**config.mk**
```make
export PLATFORM = sky130hd
export DESIGN_NAME = oli_cell
export DESIGN_NICKNAME = d
export VERILOG_FILES = /design/src/rtl/oli_pkg.sv /design/src/rtl/oli_cell.sv
export SDC_FILE = /design/constraint.sdc
export NUM_CORES = 1
export LEC_CHECK = 0
export BUFFER_PORTS_ARGS = -buffer_cell sky130_fd_sc_hd__buf_2
export CELL_PAD_IN_SITES_DETAIL_PLACEMENT = 1
export CELL_PAD_IN_SITES_GLOBAL_PLACEMENT = 2
export CORE_AREA = 2 2 156 158
export DETAILED_ROUTE_END_ITERATION = 16
export DIE_AREA = 0 0 158 160
export PLACE_DENSITY = 0.74
export SLEW_MARGIN = 15
export SYNTH_ARGS = -nofsm -noshare
export SYNTH_HDL_FRONTEND = slang
export SYNTH_SLANG_ARGS = --single-unit
```
**constraint.sdc**
```tcl
create_clock -name aclk -period 4.84 [get_ports aclk]
set_input_delay 0.968 -clock aclk [delete_from_list [all_inputs] [get_ports aclk]]
set_output_delay 0.968 -clock aclk [all_outputs]
set_load 0.02 [all_outputs]
```
**src/rtl/oli_pkg.sv**
```systemverilog
// Shared types and constants for the ordered list insert/delete unit.
// Used by the control block, the list cells, the top level and the checker.
// No dependencies.
package oli_pkg;

    // Field widths
    localparam int VALUE_W   = 64;
    localparam int POS_W     = 8;
    localparam int KIND_W    = 2;
    localparam int STATUS_W  = 2;
    localparam int COUNT_W   = 7;
    localparam int CAP_W     = 7;
    localparam int S_TDATA_W = 72;
    localparam int M_TDATA_W = 72;

    localparam logic [CAP_W-1:0] CAP_RESET = 7'd64;

    typedef logic [VALUE_W-1:0] entry_t;

    // Operation codes carried in s_tuser
    typedef enum logic [KIND_W-1:0] {
        KIND_INSERT = 2'd0,
        KIND_DELETE = 2'd1,
        KIND_GET    = 2'd2
    } kind_t;

    // Result status carried in m_tuser
    typedef enum logic [STATUS_W-1:0] {
        STAT_OK    = 2'd0,
        STAT_FULL  = 2'd1,
        STAT_RANGE = 2'd2,
        STAT_ZERO  = 2'd3
    } status_t;

    // Command broadcast to every cell of the row
    typedef enum logic [2:0] {
        CELL_HOLD   = 3'd0,
        CELL_INSERT = 3'd1,
        CELL_DELETE = 3'd2,
        CELL_LOAD   = 3'd3,
        CELL_SHIFT  = 3'd4
    } cell_op_t;

    typedef struct packed {
        cell_op_t           op;
        logic [POS_W-1:0]   pos;
        entry_t             value;
    } cell_cmd_t;

    typedef enum logic {
        CTL_IDLE = 1'b0,
        CTL_SCAN = 1'b1
    } ctl_state_t;

endpackage

```
**src/rtl/oli_cell.sv**
```systemverilog
// One list cell: holds one entry and one read tap, trades data with its neighbors.
// Depends on oli_pkg.
module oli_cell #(
    parameter int IDX = 0
) (
    input  logic              aclk,
    input  oli_pkg::cell_cmd_t cmd_i,
    input  oli_pkg::entry_t   left_entry_i,
    input  oli_pkg::entry_t   right_entry_i,
    input  oli_pkg::entry_t   right_tap_i,
    output oli_pkg::entry_t   entry_o,
    output oli_pkg::entry_t   tap_o
);
    import oli_pkg::*;

    localparam logic [31:0] CELL_IDX = 32'(IDX);

    entry_t entry_reg, entry_next;
    entry_t tap_reg, tap_next;
    logic   at_pos, past_pos;

    // Locate this cell relative to the requested position
    assign at_pos   = (32'(cmd_i.pos) == CELL_IDX);
    assign past_pos = (32'(cmd_i.pos) < CELL_IDX);

    // Shift entries up on insert, down on delete; load or advance the read tap
    always_comb begin
        entry_next = entry_reg;
        tap_next   = tap_reg;
        case (cmd_i.op)
            CELL_INSERT: begin
                if (at_pos) begin
                    entry_next = cmd_i.value;
                end else if (past_pos) begin
                    entry_next = left_entry_i;
                end
            end
            CELL_DELETE: begin
                if (at_pos || past_pos) begin
                    entry_next = right_entry_i;
                end
            end
            CELL_LOAD:  tap_next = entry_reg;
            CELL_SHIFT: tap_next = right_tap_i;
            default: begin
                entry_next = entry_reg;
            end
        endcase
    end

    always_ff @(posedge aclk) begin
        entry_reg <= entry_next;
        tap_reg   <= tap_next;
    end

    assign entry_o = entry_reg;
    assign tap_o   = tap_reg;

endmodule

```
==> run summary <==
Status: finished, final reports clean
GP Congestion: 0.718
Hold slack: 551 ps
Clk sinks: 128
Critical path type: in2reg
Crit path cell chain: buf_2, nor3b_4, buf_4, mux2_2
Antenna Diode Count: 0
Yosys reg bits: 128
DR iter-0 viols: 129
Vias in the first global route: 4354
Total grt overflow: 0
CP startpoint kind: input pin
FF-to-FF End: tap_o[35]$_DFFE_PP_
Setup TNS: 0 ps
Layout cell share with drive strength beyond 1: 70.0%
RSZ-0062 raised after global routing: false
Worst slew pin tran: 976 ps
Area leader, netlist: edfxtp_1
Setup Skew: 7.42 ps
Cts repair resizes: 0
Post-route DRC: 0
Max-Cap Viols: 0
Synth Flop Type: edfxtp_1
Worst hold endpoint: tap_o[40]$_DFFE_PP_
Critical path required time: 4990 ps
Most instantiated library cell after synthesis: edfxtp_1
Vias/cell: 4.06
Crit. path cell count: 4
Syn nets: 547
Largest net degree at the start of global routing: 65
DR WL met2: 8190 um
Fmax: 414 MHz
Asr flop ratio synth: 0%
Clock latency on the worst-skew pair: 410 ps
Die Area: 0.0253 mm^2
P per Cell Area: 353 mW/mm^2
Core Util, Final: 34.0%
Relative slew slack: 35.0%
# IOs: 396
Register area share after synthesis: 69.2%
Metal3 WL: 1480 um
DR top layer: met4
Post-Synthesis Cells: 279
Final-layout fill cell count: 2657
Worst R2R Path Depth: 1
Drt first pass iters: 4
Starting Density: 23.3%
Crit Path Max Fanout: 64
Critical path's slowest cell: buf_4
H-Tree Depth: 4
Origin of the critical flop-to-flop path: entry_o[35]$_DFFE_PP_
Arr. time, crit path: 2560 ps
CP top delay family: buffers and inverters
Synth top area share: 69.2%
GR Util All Layers: 12.4%
TritonCTS Buffers: 17
Initial antenna violation count: 0
Synth-to-Final Area Change: 45.8%
DIE HEIGHT: 160 um
Synth cell count leaders: edfxtp_1, mux2_2, mux2_1, buf_12, buf_6
Total of warnings raised by yosys: 0
First-pass GRT wire length: 23600 um
LEAKAGE: 3.31 nW
R2r setup slk: 3850 ps
Width of the chip: 158 um
Clk buf depth: 2
CTS tree: done
Post-synthesis cell area: 0.00556 mm^2
Via count: 3872
Final #Nets: 886
Core box area: 0.0238 mm^2
Port-buffer cells: 331
Crit path time final: 2410 ps
Worst-path clk slew: 50 ps
CP Buf/Inv Count: 2
CP Capture Type: register
Max rail drop VDD: 0.216 mV
Number of flops mapped to enable cells by yosys: 128
Hold path depth: 1
Average size of a mapped cell: 19.9 um^2
Root Driver: clkbuf_16
Site Rows: 57
Max Slew Vio Count: 0
Hold Crit Start: entry_o[40]$_DFFE_PP_
Synth top area cells: edfxtp_1, mux2_2, mux2_1, buf_12, buf_6
Min-delay worst type: reg2reg
Final Setup Violations: 0
Post-route ant nets: 0
Hold Vio Cnt, Final: 0
Distinct cells, synth: 15
WL per Instance: 16.8 um
Post-CTS Hold Fix Bufs: 0
Crit share post-route: 49.9%
DRT Wirelength: 16000 um
Final HPWL DP: 11800 um
Post-Route M1 WL: 6020 um
Slowest Stage Delay on Critical Path: 740 ps
Post-CTS setup buffers: 0
## worst max-delay path by stage
stage                     slack (ps)                  end      start
after floorplan                 1320   tap_o[0]$_DFFE_PP_  cmd_i[72]
after global placement          2010  tap_o[52]$_DFFE_PP_  cmd_i[72]
after detailed placement        1970   tap_o[0]$_DFFE_PP_  cmd_i[72]
after CTS                       2400   tap_o[0]$_DFFE_PP_  cmd_i[72]
after global routing            2350   tap_o[0]$_DFFE_PP_  cmd_i[72]
final                           2430   tap_o[0]$_DFFE_PP_  cmd_i[72]
## cells in the final DEF, fill, tap and decap left out, drive strengths merged
master	Yosys	routed
and4	1	1
buf	14	334
bufinv	0	5
clkbuf	0	18
clkinv	0	3
clkinvlp	0	3
edfxtp	128	128
inv	0	2
mux2	128	128
nand2b	1	1
nand3b	1	1
nor2	1	1
nor3	1	1
nor3b	2	2
nor4	1	1
xor2	1	1
## routing by layer
metal | global-route usage, % | vias up
li1 | - | 1785
met1 | 13.0 | 1855
met2 | 22.2 | 209
met3 | 4.97 | 23
met4 | 4.75 | 0
met5 | 0 | -
## state kept, by name, indices dropped and copies added (netlist names)
name and count:
entry_o 64, tap_o 64
## cells by family after synthesis
| group | synth area share, % |
|---|---|
| buf+inv | 3.60 |
| flops | 69.2 |
| mux | 25.9 |
| simple gates | 1.13 |
| xor+xnor | 0.158 |
## through the flow
stage | instances | cell area (um^2) | power [W] | worst slack, ps
2_1_floorplan | 279 | 5560 | 0.00138 | 1320
3_3_place_gp | 923 | 7460 | 0.00148 | 2010
3_5_place_dp | 923 | 7460 | 0.00149 | 1970
4_1_cts | 954 | 8100 | 0.00292 | 2400
5_1_grt | 954 | 8100 | 0.00298 | 2350
6_report | 954 | 8100 | 0.00286 | 2430
## power breakdown
group / total, W / internal [W] / switching [W]
combinational: 0.000214 / 0.000115 / 0.0000985
sequential: 0.00125 / 0.00124 / 0.00000346
clock: 0.00140 / 0.000915 / 0.000489
total: 0.00286 / 0.00227 / 0.000591
## area by class of cell
class	count	area (um^2)	area share [%]
Sequential cell	128	3840	47.4
Timing Repair Buffer	334	1680	20.7
Multi-Input combinational cell	137	1540	18.9
Clock buffer	18	429	5.30
Tap cell	324	405	5.00
Clock inverter	13	211	2.61
No activity file was read; power rests on OpenSTA's default activity.
