$ cat config.mk
export PLATFORM = sky130hd
export DESIGN_NAME = oli_ctrl
export DESIGN_NICKNAME = d
export VERILOG_FILES = /design/src/rtl/oli_pkg.sv /design/src/rtl/oli_ctrl.sv
export SDC_FILE = /design/constraint.sdc
export NUM_CORES = 1
export LEC_CHECK = 0
export BUFFER_PORTS_ARGS = -buffer_cell sky130_fd_sc_hd__buf_2
export CAP_MARGIN = 10
export CORE_AREA = 2 2 118 120
export CTS_CLUSTER_DIAMETER = 200
export CTS_CLUSTER_SIZE = 12
export DETAILED_ROUTE_END_ITERATION = 10
export DIE_AREA = 0 0 120 122
export PLACE_DENSITY = 0.75
export SLEW_MARGIN = 0
export SYNTH_ARGS = -nofsm -noshare
export SYNTH_HDL_FRONTEND = slang
export SYNTH_SLANG_ARGS = --single-unit
$ cat constraint.sdc
create_clock -name aclk -period 6.8 [get_ports aclk]
set_input_delay 1.36 -clock aclk [delete_from_list [all_inputs] [get_ports aclk]]
set_output_delay 1.36 -clock aclk [all_outputs]
set_load 0.01 [all_outputs]
$ cat src/rtl/oli_pkg.sv
// Shared types and constants for the ordered list insert/delete unit.
// Used by the control block, the list cells, the top level and the checker.
// No dependencies.
package oli_pkg;

    // Field widths
    localparam int VALUE_W   = 64;
    localparam int POS_W     = 8;
    localparam int KIND_W    = 2;
    localparam int STATUS_W  = 2;
    localparam int COUNT_W   = 7;
    localparam int CAP_W     = 7;
    localparam int S_TDATA_W = 72;
    localparam int M_TDATA_W = 72;

    localparam logic [CAP_W-1:0] CAP_RESET = 7'd64;

    typedef logic [VALUE_W-1:0] entry_t;

    // Operation codes carried in s_tuser
    typedef enum logic [KIND_W-1:0] {
        KIND_INSERT = 2'd0,
        KIND_DELETE = 2'd1,
        KIND_GET    = 2'd2
    } kind_t;

    // Result status carried in m_tuser
    typedef enum logic [STATUS_W-1:0] {
        STAT_OK    = 2'd0,
        STAT_FULL  = 2'd1,
        STAT_RANGE = 2'd2,
        STAT_ZERO  = 2'd3
    } status_t;

    // Command broadcast to every cell of the row
    typedef enum logic [2:0] {
        CELL_HOLD   = 3'd0,
        CELL_INSERT = 3'd1,
        CELL_DELETE = 3'd2,
        CELL_LOAD   = 3'd3,
        CELL_SHIFT  = 3'd4
    } cell_op_t;

    typedef struct packed {
        cell_op_t           op;
        logic [POS_W-1:0]   pos;
        entry_t             value;
    } cell_cmd_t;

    typedef enum logic {
        CTL_IDLE = 1'b0,
        CTL_SCAN = 1'b1
    } ctl_state_t;

endpackage

$ cat src/rtl/oli_ctrl.sv
// Control for the ordered list: handshakes, capacity register, entry count,
// get scan sequencer and the result register. Depends on oli_pkg.
module oli_ctrl #(
    parameter int DEPTH = 64
) (
    input  logic                          aclk,
    input  logic                          aresetn,
    input  logic                          s_tvalid,
    output logic                          s_tready,
    input  logic [oli_pkg::S_TDATA_W-1:0] s_tdata,
    input  logic [oli_pkg::KIND_W-1:0]    s_tuser,
    output logic                          m_tvalid,
    input  logic                          m_tready,
    output logic [oli_pkg::M_TDATA_W-1:0] m_tdata,
    output logic [oli_pkg::STATUS_W-1:0]  m_tuser,
    input  logic                          cfg_wr_en,
    input  logic [oli_pkg::CAP_W-1:0]     cfg_wr_data,
    output oli_pkg::cell_cmd_t            cmd_o,
    input  oli_pkg::entry_t               tap0_i
);
    import oli_pkg::*;

    localparam int CNT_W = $clog2(DEPTH + 1);
    localparam int IDX_W = $clog2(DEPTH);
    localparam int W1    = (CNT_W > POS_W) ? CNT_W : POS_W;
    localparam int WIDE  = (W1 > COUNT_W) ? W1 : COUNT_W;
    localparam logic [CNT_W-1:0] DEPTH_CNT = CNT_W'(DEPTH);

    ctl_state_t        state_reg, state_next;
    logic [CNT_W-1:0]  count_reg, count_next;
    logic [IDX_W-1:0]  scan_reg, scan_next;
    logic [CAP_W-1:0]  cap_reg;
    logic              out_valid_reg, out_valid_next;
    status_t           out_status_reg, res_status;
    entry_t            out_rd_reg, res_rd;
    logic [COUNT_W-1:0] out_count_reg;
    logic              load_out, out_free, accept;
    logic [POS_W-1:0]  pos;
    entry_t            value;
    kind_t             kind;
    logic [WIDE-1:0]   pos_wide, cnt_wide, cap_wide, cnt_next_wide;
    logic              full, out_of_range;
    logic [POS_W-1:0]  ins_pos;

    // Unpack the request
    assign pos   = s_tdata[POS_W-1:0];
    assign value = s_tdata[POS_W +: VALUE_W];
    assign kind  = kind_t'(s_tuser);

    assign pos_wide      = WIDE'(pos);
    assign cnt_wide      = WIDE'(count_reg);
    assign cap_wide      = WIDE'(cap_reg);
    assign cnt_next_wide = WIDE'(count_next);

    assign full         = (cnt_wide >= cap_wide) || (count_reg >= DEPTH_CNT);
    assign out_of_range = (pos_wide >= cnt_wide);
    // Past the end: append at the current count (then count < 256)
    assign ins_pos      = (pos_wide > cnt_wide) ? cnt_wide[POS_W-1:0] : pos;

    assign out_free = !out_valid_reg || m_tready;
    assign s_tready = (state_reg == CTL_IDLE) && out_free;
    assign accept   = s_tvalid && s_tready;

    // Decode requests, drive the cells and sequence a get scan
    always_comb begin
        state_next  = state_reg;
        count_next  = count_reg;
        scan_next   = scan_reg;
        load_out    = 1'b0;
        res_status  = STAT_OK;
        res_rd      = '0;
        cmd_o.op    = CELL_HOLD;
        cmd_o.pos   = pos;
        cmd_o.value = value;
        case (state_reg)
            CTL_IDLE: begin
                if (accept) begin
                    case (kind)
                        KIND_INSERT: begin
                            load_out = 1'b1;
                            if (value == '0) begin
                                res_status = STAT_ZERO;
                            end else if (full) begin
                                res_status = STAT_FULL;
                            end else begin
                                cmd_o.op   = CELL_INSERT;
                                cmd_o.pos  = ins_pos;
                                count_next = count_reg + 1'b1;
                            end
                        end
                        KIND_DELETE: begin
                            load_out = 1'b1;
                            if (out_of_range) begin
                                res_status = STAT_RANGE;
                            end else begin
                                cmd_o.op   = CELL_DELETE;
                                count_next = count_reg - 1'b1;
                            end
                        end
                        KIND_GET: begin
                            if (out_of_range) begin
                                load_out   = 1'b1;
                                res_status = STAT_RANGE;
                            end else begin
                                cmd_o.op   = CELL_LOAD;
                                scan_next  = pos_wide[IDX_W-1:0];
                                state_next = CTL_SCAN;
                            end
                        end
                        default: begin
                            load_out = 1'b1;
                        end
                    endcase
                end
            end
            CTL_SCAN: begin
                if (scan_reg == '0) begin
                    if (out_free) begin
                        load_out   = 1'b1;
                        res_rd     = tap0_i;
                        state_next = CTL_IDLE;
                    end
                end else begin
                    cmd_o.op  = CELL_SHIFT;
                    scan_next = scan_reg - 1'b1;
                end
            end
            default: begin
                state_next = CTL_IDLE;
            end
        endcase
    end

    // Result valid: set on load, drop once taken
    always_comb begin
        if (load_out) begin
            out_valid_next = 1'b1;
        end else if (m_tready) begin
            out_valid_next = 1'b0;
        end else begin
            out_valid_next = out_valid_reg;
        end
    end

    // Control state
    always_ff @(posedge aclk) begin
        if (!aresetn) begin
            state_reg     <= CTL_IDLE;
            count_reg     <= '0;
            scan_reg      <= '0;
            cap_reg       <= CAP_RESET;
            out_valid_reg <= 1'b0;
        end else begin
            state_reg     <= state_next;
            count_reg     <= count_next;
            scan_reg      <= scan_next;
            out_valid_reg <= out_valid_next;
            if (cfg_wr_en) begin
                cap_reg <= cfg_wr_data;
            end
        end
    end

    // Result payload
    always_ff @(posedge aclk) begin
        if (load_out) begin
            out_status_reg <= res_status;
            out_rd_reg     <= res_rd;
            out_count_reg  <= cnt_next_wide[COUNT_W-1:0];
        end
    end

    assign m_tvalid = out_valid_reg;
    assign m_tuser  = out_status_reg;
    assign m_tdata  = {{(M_TDATA_W - COUNT_W - VALUE_W){1'b0}}, out_count_reg, out_rd_reg};

endmodule

==> summary.md <==
| Metric | Value |
|---|---|
| Startpoint Class | `primary input` |
| Clock slew at the register clock pins of the worst setup and hold paths | `0.07 ns` |
| CP endpoint kind | `output port` |
| Setup TNS | `0 ns` |
| Initial antenna violation count | `0` |
| # Max-Cap Violations | `0` |
| Outcome | `finished, final reports clean` |
| Min cycle time layout | `4.92 ns` |
| CTS sink count | `95` |
| P_leak | `3.18 nW` |
| Routability-driven placement congestion ratio | `0.932` |
| Vias | `4522` |
| Die area | `14600 µm²` |
| Most common flop cell mapped by yosys | `edfxtp_1` |
| Core ar. | `13500 µm²` |
| Post-synthesis async set-or-reset flop share | `0%` |
| Final net count | `891` |
| Distinct cells, synth | `56` |
| RSZ-0062 raised after global routing | `no` |
| WP data arrival | `3.56 ns` |
| CP most frequent cell | `buf_2` |
| Final setup skew | `0.0108 ns` |
| Fin. max-slew vios | `0` |
| H-tree levels | `3` |
| Setup CP Type | `primary input to output port` |
| GRT overflow | `0` |
| Largest net degree at the start of global routing | `75` |
| Mapped Area | `5260 µm²` |
| CTS tree | `done` |
| PwrDens | `203 nW/µm²` |
| I/O pin count | `301` |
| Post-Synthesis Cells | `490` |
| Hpwl dp | `11900 µm` |
| First-pass GRT wire length | `22000 µm` |
| Period utilization | `72.3%` |
| Die Wd | `120 µm` |
| CP max stage cell | `nor4_2` |
| Clk buf depth | `2` |
| CTS root buffer | `clkbuf_16` |
| Diodes inserted | `0` |
| Drt pass-1 iters | `6` |
| Final Hold Viols | `0` |
| Top delay family on crit path | `simple AND/OR/NAND/NOR gates` |
| # setup viols final | `0` |
| CTS Hold Buffers Added | `0` |
| Die Ht | `122 µm` |
| GR Util All Layers | `19.6%` |
| Iteration-0 DRC Markers | `461` |
| Critical-path cell list | `buf_2 -> nor4_1 -> nand4_1 -> nor4_2 -> nor3_1 -> o211ai_2 -> mux2_2 -> buf_2` |
| Routed wire per std cell | `16.6 µm` |
| Post-DRT Antenna Nets | `0` |
| Worst setup margin | `1.88 ns` |
| EDFF count, synth | `73` |
| Vias/cell | `5.00` |
| Worst-Margin Slew | `0.886 ns` |
| Placement Setup Slack | `1.83 ns` |
| DRC | `0` |
| PortBufs | `299` |
| Peak supply drop | `132 µV` |
| Clock latency on the worst-skew pair | `0.34 ns` |
| Largest register FFs | `64` |
| Max Clk Rate | `0.203 GHz` |
| Starting density of the core | `39.0%` |
| Hold/Removal Path Class | `flop to flop` |
| Critical path required time | `5.44 ns` |
| Setup Buffers After CTS | `0` |
| Syn_area_per_cell | `10.7 µm²` |
| Headroom to the max-slew limit | `40.9%` |
| CTS Buf Count | `9` |
| Final WL | `15000 µm` |
| Post-synthesis sequential area ratio | `50.0%` |
| Share of cells above drive strength 1 | `46.1%` |
| Syn Nets | `662` |
| # rows | `43` |
| Post-CTS Resized | `0` |
| #FFs+latches synth | `95` |
| Ys Warns | `0` |
| Max stage delay on crit path | `0.53 ns` |
| Area Overhead vs Synth | `27.9%` |
| Bufs and invs on worst path | `2` |
| Vias in the first global route | `4241` |
| Crit-path max FO | `7` |
==> metrics by stage <==
stage / area (µm²) / util, % / total power, W / std cells / hold slack, ns
floorplan: 5260 / - / 0.000810 / 490 / 0.459
global placement: 6450 / 47.7 / 0.000903 / 888 / 0.476
detailed placement: 6450 / 47.7 / 0.000905 / 888 / 0.490
CTS: 6730 / 49.8 / 0.00138 / 904 / 0.499
global route: 6730 / 49.8 / 0.00143 / 904 / 0.520
finish: 6730 / 49.8 / 0.00137 / 904 / 0.495
==> cell usage after synthesis, types with 3 or more instances <==
library cell  number  area (µm²)
a211oi_1           4        30.0
a21o_1             5        37.5
a21oi_1           15        75.1
a31oi_1            5        31.3
and2_1            68         425
and3_1             5        31.3
buf_2              5        25.0
buf_4             65         488
clkbuf_1          14        52.6
dfxtp_1           22         440
edfxtp_1          73        2190
ha_1              22         275
inv_1             21        78.8
mux2_2             5        56.3
mux2i_1           10         100
nand2_1           20        75.1
nand2b_1           4        25.0
nand3_1            9        45.0
nand4_1            9        56.3
nor2_1            25        93.8
nor2b_1            4        25.0
nor3_1             7        35.0
nor4_1            17         106
o21ai_0            8        40.0
o221a_2            4        45.0
o22a_1             3        26.3
or3_1              4        25.0
or4_1              3        22.5
==> power by group <==
part | internal, W | switching [W] | total, W | leakage (nW)
Clock | 0.000254 | 0.000224 | 0.000478 | 0.132
Sequential | 0.000659 | 0.0000110 | 0.000670 | 0.917
Combinational | 0.0000936 | 0.000127 | 0.000220 | 2.13
==> final cells by class <==
class,count,area [µm²]
clock inverters,6,52.6
well taps,180,225
clock buffers,10,229
repair buffers,302,1520
flip-flops and latches,95,2630
fillers,1272,6780
inverters,22,82.6
multi-input cells,289,1990
==> worst reg2reg max path, delay by kind of cell, from the launching register on <==
family,cells,cell delay [ns]
simple gates,3,1.68
compound gates,1,0.76
flops,1,0.35
==> final timing paths <==
kind                                  start  slack (ns)  cells past startpoint        endpoint
worst min register to register   cap_reg[6]        0.50                      2      cap_reg[6]
worst min-delay path             cap_reg[6]        0.50                      2      cap_reg[6]
worst max register to register  scan_reg[2]        3.61                      4  out_rd_reg[62]
worst max-delay path            s_tdata[49]        1.88                      8       cmd_o[66]
==> cells by family after synthesis <==
family	after synthesis	synth area share (%)
AND/OR/NAND/NOR	183	19.8
buffers and inverters	106	12.3
flip-flops	95	50.0
AO/OA/AOI/OAI	67	9.35
adder cells (fa/ha/maj)	22	5.23
multiplexers	16	3.19
other	1	0.0713
==> per-layer routing <==
| layer | up-vias | part of all wire (%) | global-route usage [%] |
|---|---|---|---|
| li1 | 2161 | - | - |
| met1 | 2066 | 37 | 21.5 |
| met2 | 269 | 52 | 36.8 |
| met3 | 26 | 8.8 | 4.73 |
| met4 | 0 | 2.1 | 6.91 |
| met5 | - | 0 | 0 |
==> cell usage in the layout (no fill, tap or decap), types with 5 or more instances in the layout <==
cell type / count
a21oi_1: 15
a31oi_1: 5
and2_1: 68
buf_2: 299
clkbuf_16: 9
dfxtp_1: 22
edfxtp_1: 73
ha_1: 22
inv_1: 21
mux2_2: 5
mux2i_1: 10
nand2_1: 20
nand3_1: 9
nand4_1: 9
nor2_1: 25
nor3_1: 7
nor4_1: 17
o21ai_0: 8
Power figures use the tool's default switching activity.
